<file path="src/rtl/assert_macros.svh">
// Assertion helpers for the lookahead waypoint search.
`ifndef ASSERT_MACROS_SVH
`define ASSERT_MACROS_SVH

// Checked on every rising edge while reset is released.
`define LWP_ASSERT(lbl, clk, rst_n, prop, msg) \
    lbl: assert property (@(posedge clk) disable iff (!rst_n) (prop)) else $error(msg);

// Checked on every rising edge, reset included.
`define LWP_ASSERT_ALWAYS(lbl, clk, prop, msg) \
    lbl: assert property (@(posedge clk) (prop)) else $error(msg);

`endif

</file>
<file path="src/rtl/lwp_div.sv">
// ----------------------------------------------------------------------------
// Iterative unsigned divider
// Restoring division, one quotient bit per cycle.
// ----------------------------------------------------------------------------
module lwp_div #(
    parameter int NW = 63,
    parameter int DW = 31
) (
    input  logic          i_clk,
    input  logic          i_rst_n,
    input  logic          i_start,
    input  logic [NW-1:0] i_num,
    input  logic [DW-1:0] i_den,
    output logic          o_done,
    output logic [NW-1:0] o_quo,
    output logic [DW-1:0] o_rem
);
    localparam int CW = $clog2(NW + 1);

    logic          r_busy;
    logic          r_done;
    logic [CW-1:0] r_cnt;
    logic [NW-1:0] r_quo;
    logic [DW-1:0] r_rem;
    logic [DW-1:0] r_den;
    logic [DW:0]   w_trial;
    logic [DW:0]   w_diff;
    logic          w_ge;

    assign w_trial = {r_rem, r_quo[NW-1]};
    assign w_ge    = w_trial >= {1'b0, r_den};
    assign w_diff  = w_trial - {1'b0, r_den};

    always_ff @(posedge i_clk) begin
        if (!i_rst_n) begin
            r_busy <= 1'b0;
            r_done <= 1'b0;
            r_cnt  <= '0;
        end else if (i_start) begin
            r_busy <= 1'b1;
            r_done <= 1'b0;
            r_cnt  <= CW'(NW);
        end else if (r_busy) begin
            r_cnt <= r_cnt - 1'b1;
            if (r_cnt == CW'(1)) begin
                r_busy <= 1'b0;
                r_done <= 1'b1;
            end
        end
    end

    always_ff @(posedge i_clk) begin
        if (i_start) begin
            r_quo <= i_num;
            r_rem <= '0;
            r_den <= i_den;
        end else if (r_busy) begin
            r_quo <= {r_quo[NW-2:0], w_ge};
            r_rem <= w_ge ? w_diff[DW-1:0] : w_trial[DW-1:0];
        end
    end

    assign o_done = r_done;
    assign o_quo  = r_quo;
    assign o_rem  = r_rem;
endmodule

</file>
<file path="config.mk">
export PLATFORM = sky130hd
export DESIGN_NAME = lwp_div
export DESIGN_NICKNAME = d
export VERILOG_FILES = /design/src/rtl/assert_macros.svh /design/src/rtl/lwp_div.sv
export SDC_FILE = /design/constraint.sdc
export NUM_CORES = 1
export LEC_CHECK = 0
export ABC_AREA = 1
export BUFFER_PORTS_ARGS = -buffer_cell sky130_fd_sc_hd__buf_2
export CORE_MARGIN = 2
export CORE_UTILIZATION = 59
export CTS_CLUSTER_DIAMETER = 120
export DETAILED_ROUTE_END_ITERATION = 10
export GPL_TIMING_DRIVEN = 0
export PLACE_DENSITY = 0.87
export SYNTH_ARGS = -nofsm -noshare
export SYNTH_HDL_FRONTEND = slang
export SYNTH_SLANG_ARGS = --single-unit
export TNS_END_PERCENT = 10
</file>
<file path="constraint.sdc">
create_clock -name i_clk -period 7.4 [get_ports i_clk]
set_clock_uncertainty 0.2 [all_clocks]
set_input_delay 0.74 -clock i_clk [delete_from_list [all_inputs] [get_ports i_clk]]
set_output_delay 0.74 -clock i_clk [all_outputs]
set_load 0.1 [all_outputs]
</file>
==> run metrics, run 1 <==
status completed; most numerous cell types in the synthesized netlist 490 x sky130_fd_sc_hd__nand2_1, 176 x sky130_fd_sc_hd__inv_1, 94 x sky130_fd_sc_hd__edfxtp_1, 69 x sky130_fd_sc_hd__nand3_1, 45 x sky130_fd_sc_hd__nor2_1; number of buffers inserted by port buffering 191; Clock Sink Count 133; crit path DAT 2.82 ns; minimum period implied by the final worst setup slack 2.71 ns; die extent in y 121 µm; Critical R2R Launch o_quo[62]$_DFFE_PP_; part of the Yosys area used for sequential elements 44.8%; fraction of layout instances using a drive strength above 1 20.2%; PwrDens 230 nW/µm²; remaining antenna violation count 0; post-synth top area cell sky130_fd_sc_hd__edfxtp_1; maximum ir drop on the vdd rail 0.207 mV; Clk Latency, worst-skew pair 0.42 ns; die extent in x 121 µm; Min-Delay Path Class flip-flop to flip-flop; Pre-Repair DR Iteration Count 7; area after detailed placement 9250 µm²; CTS Root Buffer Type sky130_fd_sc_hd__clkbuf_16; routed wirelength normalized by instance count 14.9 µm; critical hold path startpoint r_cnt[5]$_SDFFE_PN0P_; area of the placeable core 13,300 µm²; Syn. warnings 0; DP Worst Slack 4.39 ns; most frequently used cell type in the post-synthesis netlist sky130_fd_sc_hd__nand2_1; maximum level of the CTS H-tree 4; critical path class flip-flop to flip-flop; count of unresolved DRC violations after routing 0; maximum number of pins on one net before global-route repair 73; type of origin of the critical path flip-flop; vias in the first global route 7,449; tightest slew margin relative to the limit 39.6%; synthesized net count 1,232; Leak Pwr 5.53 nW; average cell area after synthesis 7.30 µm²; RSZ-0062 raised after global routing false; setup slack of the critical path after layout 4.69 ns; count of state elements after synthesis 133; maximum clock path buffer count 2; post-detail-place hpwl 16,800 µm; hold buffer count at CTS 0; global routing usage summed across all routing layers 31.6%; die area 14,600 µm²; crit end category flip-flop; number of enable flip-flop cells after synthesis 94; ys async rst share 0%; gp weighted congestion 0.990; Critical Path Start o_quo[62]$_DFFE_PP_; Top FF cell, synth sky130_fd_sc_hd__edfxtp_1; number of DRC markers in iteration 0 667; minimum setup slack among reg-to-reg paths 4.69 ns; proportion of netlist area held by the largest area contributor 35.1%; Achievable Freq 369 MHz; terminating pin of the worst hold path r_cnt[5]$_SDFFE_PN0P_; CTS tree built; Max FO, Critical Path 10; remaining global-route overflow 0; Reg-to-Reg End o_rem[23]$_SDFFE_PP0P_; Post-Syn Area 8040 µm²; total routed wirelength 22,500 µm; post-CTS clock slew at the launch and capture registers of the worst setup and hold paths 0.06 ns; hold violation total from the final report 0; count of endpoints failing setup in the final report 0; Syn-to-layout area delta 22.6%; number of max-capacitance violations reported 0; total via count in the routed design 7,762; Non-Filler Cell Area, Final 9850 µm²; Worst Tran Pin Value 0.906 ns; instance count of the mapped netlist 1,101; wire length of the first global-routing pass 35,700 µm; dominant cells by area after synthesis sky130_fd_sc_hd__edfxtp_1 35%, sky130_fd_sc_hd__nand2_1 23%, sky130_fd_sc_hd__dfxtp_1 9.7%; effective utilization at floorplan 60.5%; Post-layout nets 1,443; number of distinct library cells after synthesis 39; number of placement rows 42; setup TNS 0 ns; buffer count from post-CTS setup fixing 0; Worst Reg-to-Reg Cells 16; number of gates resized after CTS 0; Worst Path Required 7.51 ns; DR vias/cell 5.16; number of antenna violations at the first check in global routing 1; total clock buffers created by CTS 17; fraction of the cycle the final worst path needs 36.6%; number of top-level design ports 192; worst hold path stage count 2; Final Slew Violations 0; worst hold-check slack 0.275 ns
## final cells by class
class / count / area, µm²
timing repair buffer: 192 / 983
antenna: 2 / 5.00
multi-input combinational: 754 / 3590
buffer: 29 / 156
clock buffer: 21 / 450
sequential: 133 / 3600
fill: 1043 / 3440
tap: 176 / 220
inverter: 185 / 694
clock inverter: 11 / 150
## state kept, by name (all words and copies together) (netlist names)
signal,cells
o_rem,31
r_busy,1
o_quo,63
r_cnt,6
r_den,31
o_done,1
## stage by stage
step                      std cells  utilization (%)  total power, W
after floorplan                1101                -         0.00130
after global placement         1468             69.3         0.00139
after detailed placement       1469             69.5         0.00140
after CTS                      1501             74.1         0.00227
after global routing           1501             74.1         0.00233
final                          1503             74.1         0.00226
## report_power, final
group | leakage [nW] | internal, W | switching, W
Combinational | 3.98 | 0.0000939 | 0.000408
Sequential | 1.27 | 0.000864 | 0.0000294
Clock | 0.290 | 0.000541 | 0.000326
Total | 5.53 | 0.00150 | 0.000763
## layout by cell type (no fill, tap or decap), types with 11 or more instances in the layout
| cell | n |
|---|---|
| sky130_fd_sc_hd__clkbuf_1 | 19 |
| sky130_fd_sc_hd__nand3b_1 | 13 |
| sky130_fd_sc_hd__nor2_1 | 45 |
| sky130_fd_sc_hd__ha_1 | 33 |
| sky130_fd_sc_hd__nand2_1 | 490 |
| sky130_fd_sc_hd__nand3_1 | 69 |
| sky130_fd_sc_hd__edfxtp_1 | 94 |
| sky130_fd_sc_hd__clkbuf_16 | 17 |
| sky130_fd_sc_hd__o21ai_1 | 11 |
| sky130_fd_sc_hd__buf_2 | 196 |
| sky130_fd_sc_hd__dfxtp_1 | 39 |
| sky130_fd_sc_hd__inv_1 | 176 |
| sky130_fd_sc_hd__a21oi_1 | 21 |
## routing by layer
metal	global-route usage (%)	up-vias	wire, µm
met5	0	-	0
met4	11.0	0	513
met3	7.97	46	2000
met2	54.4	367	11100
met1	38.6	3514	8880
li1	-	3835	-
## critical path, cell delays in order (launching register included)
cell	delay, ns
sky130_fd_sc_hd__edfxtp_1	0.35
sky130_fd_sc_hd__inv_1	0.07
sky130_fd_sc_hd__ha_1	0.26
sky130_fd_sc_hd__fa_1	0.47
sky130_fd_sc_hd__inv_1	0.11
sky130_fd_sc_hd__nand2_1	0.05
sky130_fd_sc_hd__nand2_1	0.08
sky130_fd_sc_hd__nand3_2	0.07
sky130_fd_sc_hd__nand2_2	0.12
sky130_fd_sc_hd__nand2_1	0.09
sky130_fd_sc_hd__nand3_2	0.09
sky130_fd_sc_hd__nand2_4	0.08
sky130_fd_sc_hd__nand2_4	0.11
sky130_fd_sc_hd__buf_4	0.19
sky130_fd_sc_hd__nand2_1	0.11
sky130_fd_sc_hd__nand3_1	0.08
sky130_fd_sc_hd__nand2_1	0.06
## kinds of logic after synthesis
logic type	after synthesis	share of synthesized area, %
AO/OA/AOI/OAI	47	3.28
XOR/XNOR	15	1.63
adder cells (fa/ha/maj)	34	5.39
buffers and inverters	214	10.5
flip-flops	133	44.8
AND/OR/NAND/NOR	658	34.3
## worst max-delay path by stage
stage                                         to  cells past startpoint
final                     o_rem[23]$_SDFFE_PP0P_                     16
after global routing      o_rem[23]$_SDFFE_PP0P_                     16
after CTS                 o_rem[23]$_SDFFE_PP0P_                     16
after detailed placement     o_quo[61]$_DFFE_PP_                      6
after global placement        o_quo[7]$_DFFE_PP_                      4
after floorplan               o_quo[0]$_DFFE_PP_                      3
No activity file was read; power rests on OpenSTA's default activity.
==> run 2, diff against run 1 <==
--- a/config.mk
+++ b/config.mk
@@ -5,14 +5,14 @@
 export SDC_FILE = /design/constraint.sdc
 export NUM_CORES = 1
 export LEC_CHECK = 0
-export ABC_AREA = 1
+export ABC_AREA = 0
 export BUFFER_PORTS_ARGS = -buffer_cell sky130_fd_sc_hd__buf_2
 export CORE_MARGIN = 2
-export CORE_UTILIZATION = 59
+export CORE_UTILIZATION = 54
 export CTS_CLUSTER_DIAMETER = 120
 export DETAILED_ROUTE_END_ITERATION = 10
 export GPL_TIMING_DRIVEN = 0
-export PLACE_DENSITY = 0.87
+export PLACE_DENSITY = 0.81
 export SYNTH_ARGS = -nofsm -noshare
 export SYNTH_HDL_FRONTEND = slang
 export SYNTH_SLANG_ARGS = --single-unit
==> constraint.sdc (replaced) <==
create_clock -name i_clk -period 2.8 [get_ports i_clk]
set_clock_uncertainty 0.2 [all_clocks]
set_input_delay 0.28 -clock i_clk [delete_from_list [all_inputs] [get_ports i_clk]]
set_output_delay 0.28 -clock i_clk [all_outputs]
set_load 0.1 [all_outputs]
==> run metrics, run 2 <==
DR vias/cell 5.92 (was 5.16); total routed wirelength 25,200 µm (was 22,500 µm); most frequent standard cell in the layout excluding fill and tap cells sky130_fd_sc_hd__buf_2 (was sky130_fd_sc_hd__nand2_1); average cell area after synthesis 10.8 µm² (was 7.30 µm²); gp weighted congestion 0.948 (was 0.990); number of antenna violations at the first check in global routing 1 (unchanged); proportion of netlist area held by the largest area contributor 37.9% (was 35.1%); maximum ir drop on the vdd rail 0.626 mV (was 0.207 mV); Critical R2R Launch r_den[0]$_DFFE_PP_ (was o_quo[62]$_DFFE_PP_); Syn. warnings 0 (unchanged); vias in the first global route 7,209 (was 7,449); switching power 0.00267 W (was 0.000763 W); Worst Tran Pin Value 0.904 ns (was 0.906 ns); dominant cells by area after synthesis sky130_fd_sc_hd__edfxtp_1 38%, sky130_fd_sc_hd__dfxtp_1 10%, sky130_fd_sc_hd__mux2_2 9.7% (was sky130_fd_sc_hd__edfxtp_1 35%, sky130_fd_sc_hd__nand2_1 23%, sky130_fd_sc_hd__dfxtp_1 9.7%); routed wl met3 2030 µm (was 2000 µm); Worst Path Required 2.92 ns (was 7.51 ns); most frequently used cell type in the post-synthesis netlist sky130_fd_sc_hd__edfxtp_1 (was sky130_fd_sc_hd__nand2_1); most frequent cells in the layout 193 x sky130_fd_sc_hd__buf_2, 95 x sky130_fd_sc_hd__dlygate4sd3_1, 94 x sky130_fd_sc_hd__edfxtp_1, 74 x sky130_fd_sc_hd__nand2_1, 65 x sky130_fd_sc_hd__mux2_2 (was 490 x sky130_fd_sc_hd__nand2_1, 196 x sky130_fd_sc_hd__buf_2, 176 x sky130_fd_sc_hd__inv_1, 94 x sky130_fd_sc_hd__edfxtp_1, 69 x sky130_fd_sc_hd__nand3_1); remaining global-route overflow 0 (unchanged); Leak Pwr 4.56 nW (was 5.53 nW); CTS tree built (unchanged); fraction of the cycle the final worst path needs 105% (was 36.6%); number of top-level design ports 192 (unchanged); remaining antenna violation count 0 (unchanged); number of distinct library cells after synthesis 73 (was 39); Clock Sink Count 133 (unchanged); Max FO, Critical Path 4 (was 10); type of origin of the critical path flip-flop (unchanged); maximum number of pins on one net before global-route repair 65 (was 73); core occupancy in the finished layout 81.8% (was 74.1%); PwrDens 649 nW/µm² (was 230 nW/µm²); critical path's slowest cell sky130_fd_sc_hd__edfxtp_1 (was sky130_fd_sc_hd__fa_1); Worst path max stage delay 0.44 ns (was 0.47 ns); most numerous cell types in the synthesized netlist 94 x sky130_fd_sc_hd__edfxtp_1, 79 x sky130_fd_sc_hd__nand2_1, 64 x sky130_fd_sc_hd__mux2_2, 42 x sky130_fd_sc_hd__a21oi_1, 41 x sky130_fd_sc_hd__inv_1 (was 490 x sky130_fd_sc_hd__nand2_1, 176 x sky130_fd_sc_hd__inv_1, 94 x sky130_fd_sc_hd__edfxtp_1, 69 x sky130_fd_sc_hd__nand3_1, 45 x sky130_fd_sc_hd__nor2_1); Critical Path Start r_den[0]$_DFFE_PP_ (was o_quo[62]$_DFFE_PP_); combinational share of power 32.3% (was 22.2%); RSZ-0062 raised after global routing true (was false); Most common cell on crit path sky130_fd_sc_hd__a21oi_4 (was sky130_fd_sc_hd__nand2_1); Achievable Freq 339 MHz (was 369 MHz); fraction of layout instances using a drive strength above 1 42.2% (was 20.2%); Internal Power 0.00441 W (was 0.00150 W); Syn-to-layout area delta 46.5% (was 22.6%); die area 14,800 µm² (was 14,600 µm²); post-CTS clock slew at the launch and capture registers of the worst setup and hold paths 0.06 ns (about the same); number of DRC markers in iteration 0 614 (was 667); cell-by-cell listing of the critical path ha_4, fa_2, nand2b_4, a21oi_4, o21ba_4, a21oi_4, o21a_4, nor2_4, buf_12, buf_6, nand3_2, a311oi_1 (was inv_1, ha_1, fa_1, inv_1, nand2_1, nand2_1, nand3_2, nand2_2, nand2_1, nand3_2, nand2_4, nand2_4, buf_4, nand2_1, nand3_1, nand2_1); Pre-Repair DR Iteration Count 7 (unchanged); Min-Delay Path Class input port to flip-flop (was flip-flop to flip-flop); number of max-capacitance violations reported 0 (unchanged); wire length on met2 12,800 µm (was 11,100 µm); maximum clock path buffer count 2 (unchanged); CTS Root Buffer Type sky130_fd_sc_hd__clkbuf_16 (unchanged); number of enable flip-flop cells after synthesis 94 (unchanged); post-synth top area cell sky130_fd_sc_hd__edfxtp_1 (unchanged); hold violation total from the final report 0 (unchanged); Post-layout nets 1,153 (was 1,443); met1 wire length 9160 µm (was 8880 µm); max FFs per register 63 (unchanged); effective utilization at floorplan 55.9% (was 60.5%); number of buffers inserted by port buffering 191 (unchanged); global routing usage summed across all routing layers 33.7% (was 31.6%); tightest slew margin relative to the limit 39.8% (was 39.6%); critical hold path startpoint i_start (was r_cnt[5]$_SDFFE_PN0P_); setup TNS -1.95 ns (was 0 ns); setup slack of the critical path after layout -0.153 ns (was 4.69 ns); Clk Latency, worst-skew pair 0.43 ns (was 0.42 ns); minimum period implied by the final worst setup slack 2.95 ns (was 2.71 ns); crit end category flip-flop (unchanged); area of the placeable core 13,300 µm² (about the same); total clock buffers created by CTS 17 (unchanged); total via count in the routed design 7,176 (was 7,762); switching fraction of total power 37.7% (was 33.7%); Post-Syn Area 7460 µm² (was 8040 µm²); maximum level of the CTS H-tree 4 (unchanged); count of unresolved DRC violations after routing 0 (unchanged); Final Slew Violations 0 (unchanged); highest routing layer actually used met4 (unchanged); routed wirelength normalized by instance count 20.8 µm (was 14.9 µm); instance count of the mapped netlist 689 (was 1,101); status complete, but fails checks (was completed); kind of cell with the highest combined delay on the critical path compound AO/OA/AOI/OAI gates (was simple AND/OR/NAND/NOR gates); wire length of the first global-routing pass 37,700 µm (was 35,700 µm); Top FF cell, synth sky130_fd_sc_hd__edfxtp_1 (unchanged); CP Buf/Inv Count 2 (was 3); clock network fraction of design power 33.2% (was 38.3%); die extent in x 122 µm (was 121 µm); crit path DAT 3.07 ns (was 2.82 ns); synthesized net count 820 (was 1,232); part of the Yosys area used for sequential elements 48.3% (was 44.8%); count of state elements after synthesis 133 (unchanged); critical path class flip-flop to flip-flop (unchanged); Sequential Power Share 34.5% (was 39.5%); ys async rst share 0% (unchanged); die extent in y 122 µm (was 121 µm); violated checks negative setup slack; count of endpoints failing setup in the final report 26 (was 0); number of placement rows 42 (unchanged); post-detail-place hpwl 14,200 µm (was 16,800 µm)
run 2: worst paths after layout:
check,to,slack [ns],cells after the start
hold reg to reg,o_rem[20]$_SDFFE_PP0P_,0.30,2
setup / recovery,o_rem[24]$_SDFFE_PP0P_,-0.15,12
hold / removal,r_den[7]$_DFFE_PP_,0.30,1
setup reg to reg,o_rem[24]$_SDFFE_PP0P_,-0.15,12
run 2: layer usage:
metal  up-vias  track usage (%)
li1       3222                -
met1      3389             39.0
met2       460             59.3
met3       105             7.28
met4         0             15.9
met5         -                0
run 2: cell type report:
class                   instances  area [µm²]
plain buffers                  28         209
clock buffers                  18         429
multi-input cells             482        3910
well taps                     176         220
clock inverters                14         178
flip-flops and latches        133        3620
inverters                      42         158
repair buffers                318        2190
fillers                       784        2420
diodes                          2        5.00
run 2: cells by family (layout without fill, tap and decap cells):
logic type	Yosys count	after routing	share of synthesized area, %
simple gates	204	204	13.4
xor+xnor	24	24	2.82
fa+ha+maj	34	34	5.81
mux	65	65	9.82
compound gates	155	155	15.1
flops	133	133	48.3
buf+inv	74	420	4.78
other cells	0	2	0
run 2: worst reg2reg max path, cell delays in order (launching register included):
cell	delay (ns)
sky130_fd_sc_hd__edfxtp_1	0.44
sky130_fd_sc_hd__ha_4	0.20
sky130_fd_sc_hd__fa_2	0.36
sky130_fd_sc_hd__nand2b_4	0.17
sky130_fd_sc_hd__a21oi_4	0.17
sky130_fd_sc_hd__o21ba_4	0.17
sky130_fd_sc_hd__a21oi_4	0.08
sky130_fd_sc_hd__o21a_4	0.26
sky130_fd_sc_hd__nor2_4	0.18
sky130_fd_sc_hd__buf_12	0.14
sky130_fd_sc_hd__buf_6	0.12
sky130_fd_sc_hd__nand3_2	0.07
sky130_fd_sc_hd__a311oi_1	0.29
run 2: power by group through the flow:
stage	registers, W	clock network, W	logic, W
after floorplan	0.00333	0	0.000689
after global placement	0.00245	0	0.00192
after detailed placement	0.00245	0	0.00194
after CTS	0.00242	0.00233	0.00212
after global routing	0.00246	0.00243	0.00239
final	0.00244	0.00235	0.00229
run 2: stage by stage:
step | hold WS [ns] | cell area [µm²] | std cells | power (W) | setup slack, ns
2_1_floorplan | 0.179 | 7520 | 689 | 0.00402 | -0.571
3_3_place_gp | 0.257 | 8700 | 1056 | 0.00437 | -0.368
3_5_place_dp | 0.258 | 8700 | 1056 | 0.00439 | -0.433
4_1_cts | 0.299 | 10600 | 1199 | 0.00687 | -0.117
5_1_grt | 0.323 | 10900 | 1212 | 0.00727 | -0.231
6_report | 0.299 | 10900 | 1213 | 0.00708 | -0.153
run 2: timing repair:
action	4_1_cts	5_1_grt
hold endpoints to repair	102	0
hold buffers	95	0
pin swaps	16	27
gates cloned	1	0
resized for setup	36	50
endpoints found under the setup margin	32	32
setup buffers	16	15
==> run 3, diff against run 2 <==
==> constraint.sdc (replaced) <==
create_clock -name i_clk -period 3.2 [get_ports i_clk]
set_clock_uncertainty 0.2 [all_clocks]
set_input_delay 0.32 -clock i_clk [delete_from_list [all_inputs] [get_ports i_clk]]
set_output_delay 0.32 -clock i_clk [all_outputs]
set_load 0.1 [all_outputs]
==> run metrics, run 3 (synthesis gave the netlist of run 2 again) <==
minimum setup slack among reg-to-reg paths 0.08 ns (was -0.15 ns); total clock buffers created by CTS 17 (unchanged); fraction of the cycle the final worst path needs 97.6% (was 105%); DR vias/cell 5.75 (was 5.92); Reg-to-Reg End o_rem[21]$_SDFFE_PP0P_ (was o_rem[24]$_SDFFE_PP0P_); fraction of layout instances using a drive strength above 1 36.3% (was 42.2%); CTS tree built (unchanged); area after detailed placement 8700 µm² (unchanged); count of unresolved DRC violations after routing 0 (unchanged); critical path class flip-flop to flip-flop (unchanged); crit end category flip-flop (unchanged); number of placement rows 42 (unchanged); setup slack of the critical path after layout 0.0782 ns (was -0.153 ns); number of max-capacitance violations reported 0 (unchanged); core occupancy in the finished layout 75.9% (was 81.8%); crit path DAT 3.24 ns (was 3.07 ns); die area 14,800 µm² (unchanged); remaining antenna violation count 0 (unchanged); RSZ-0062 raised after global routing true (unchanged); Leak Pwr 4.31 nW (was 4.56 nW); number of DRC markers in iteration 0 544 (was 614); max FFs per register 63 (unchanged); wire length of the first global-routing pass 34,800 µm (was 37,700 µm); maximum clock path buffer count 2 (unchanged); vias in the first global route 6,705 (was 7,209); status completed (was complete, but fails checks); sequential cell area in the final layout 3620 µm² (about the same); tightest slew margin relative to the limit 39.0% (was 39.8%); Final Slew Violations 0 (unchanged); gp weighted congestion 0.948 (unchanged); total via count in the routed design 6,702 (was 7,176); global routing usage summed across all routing layers 30.8% (was 33.7%); Critical R2R Launch o_quo[62]$_DFFE_PP_ (was r_den[0]$_DFFE_PP_); number of antenna violations at the first check in global routing 0 (was 1); PwrDens 591 nW/µm² (was 649 nW/µm²); die extent in y 122 µm (unchanged); critical hold path startpoint i_num[35] (was i_start); Achievable Freq 320 MHz (was 339 MHz); maximum ir drop on the vdd rail 0.544 mV (was 0.626 mV); Worst Tran Pin Value 0.914 ns (was 0.904 ns); worst hold path stage count 2 (was 1); Clk Latency, worst-skew pair 0.43 ns (about the same); fillers 942 (was 784); worst hold-check slack 0.00844 ns (was 0.299 ns); maximum level of the CTS H-tree 4 (unchanged); CTS Root Buffer Type sky130_fd_sc_hd__clkbuf_16 (unchanged); most frequent cells in the layout 197 x sky130_fd_sc_hd__buf_2, 94 x sky130_fd_sc_hd__edfxtp_1, 78 x sky130_fd_sc_hd__dlygate4sd3_1, 77 x sky130_fd_sc_hd__nand2_1, 64 x sky130_fd_sc_hd__mux2_2 (was 193 x sky130_fd_sc_hd__buf_2, 95 x sky130_fd_sc_hd__dlygate4sd3_1, 94 x sky130_fd_sc_hd__edfxtp_1, 74 x sky130_fd_sc_hd__nand2_1, 65 x sky130_fd_sc_hd__mux2_2); Syn-to-layout area delta 35.8% (was 46.5%); terminating pin of the worst hold path o_quo[35]$_DFFE_PP_ (was r_den[7]$_DFFE_PP_); minimum period implied by the final worst setup slack 3.12 ns (was 2.95 ns); routed wirelength normalized by instance count 19.1 µm (was 20.8 µm); hold violation total from the final report 0 (unchanged); number of inserted diodes 0 (was 2); multi-input combinational cell area 3570 µm² (was 3910 µm²); number of top-level design ports 192 (unchanged); area of the placeable core 13,300 µm² (unchanged); Non-Filler Cell Area, Final 10,100 µm² (was 10,900 µm²); total routed wirelength 22,300 µm (was 25,200 µm); Pre-Repair DR Iteration Count 5 (was 7); Min-Delay Path Class input port to flip-flop (unchanged); Worst Reg-to-Reg Cells 12 (unchanged); maximum number of pins on one net before global-route repair 65 (unchanged); Max FO, Critical Path 10 (was 4); effective utilization at floorplan 55.9% (unchanged); most frequent standard cell in the layout excluding fill and tap cells sky130_fd_sc_hd__buf_2 (unchanged); count of endpoints failing setup in the final report 0 (was 26); number of buffers inserted by port buffering 191 (unchanged); Worst Path Required 3.32 ns (was 2.92 ns); die extent in x 122 µm (unchanged); DP Worst Slack -0.0330 ns (was -0.433 ns); remaining global-route overflow 0 (unchanged); Clock Sink Count 133 (unchanged); Post-layout nets 1,108 (was 1,153); post-CTS clock slew at the launch and capture registers of the worst setup and hold paths 0.06 ns (about the same); post-detail-place hpwl 14,200 µm (unchanged); type of origin of the critical path flip-flop (unchanged)
-- run 3: per-stage QoR --
stage	cells	total power, W	setup TNS (ns)
after floorplan	689	0.00352	-2.45
after global placement	1056	0.00382	0
after detailed placement	1056	0.00384	-0.0330
after CTS	1165	0.00594	-0.0136
after global routing	1166	0.00616	-0.0664
final	1166	0.00598	0
-- run 3: how the worst max path moves through the flow --
stage,from,end,slack [ns]
4_1_cts,r_den[5]$_DFFE_PP_,o_rem[30]$_SDFFE_PP0P_,-0.01
2_1_floorplan,o_quo[62]$_DFFE_PP_,o_rem[25]$_SDFFE_PP0P_,-0.17
6_report,o_quo[62]$_DFFE_PP_,o_rem[21]$_SDFFE_PP0P_,0.08
3_3_place_gp,i_start,o_quo[16]$_DFFE_PP_,0.01
5_1_grt,o_quo[62]$_DFFE_PP_,o_rem[21]$_SDFFE_PP0P_,-0.05
3_5_place_dp,r_den[23]$_DFFE_PP_,o_quo[0]$_DFFE_PP_,-0.03
-- run 3: timing repair --
action	4_1_cts	5_1_grt
hold buffers	77	1
endpoints found under the hold margin	79	1
endpoints found under the setup margin	3	11
resized for setup	4	4
pin swaps	0	1
setup buffers	0	0
-- run 3: where the power goes --
part / internal [W] / switching [W]
combinational: 0.000494 / 0.00132
sequential: 0.00203 / 0.000100
clock: 0.00124 / 0.000807
-- run 3: critical path: stages (launching register included) --
cell and delay, ns:
sky130_fd_sc_hd__edfxtp_1 0.42, sky130_fd_sc_hd__inv_1 0.07, sky130_fd_sc_hd__ha_2 0.20, sky130_fd_sc_hd__fa_2 0.38, sky130_fd_sc_hd__nand2b_4 0.16, sky130_fd_sc_hd__a21oi_2 0.18
sky130_fd_sc_hd__o21ba_4 0.21, sky130_fd_sc_hd__a21oi_4 0.09, sky130_fd_sc_hd__o21a_2 0.25, sky130_fd_sc_hd__nor2_4 0.24, sky130_fd_sc_hd__buf_6 0.21, sky130_fd_sc_hd__nand2_1 0.12
sky130_fd_sc_hd__a311oi_2 0.28
-- run 3: area by class of cell --
class,count,area share (%)
inverters,42,1.56
clock inverters,14,1.75
repair buffers,269,17.2
multi-input cells,482,35.2
well taps,176,2.17
clock buffers,18,4.24
flip-flops and latches,133,35.8
plain buffers,32,2.13
-- run 3: metal layers --
layer / vias up / share of wire, % / global-route usage [%]
li1: 3131 / - / -
met1: 3203 / 40 / 37.2
met2: 313 / 50 / 53.5
met3: 55 / 7.6 / 7.71
met4: 0 / 2.8 / 10.9
met5: - / 0 / 0
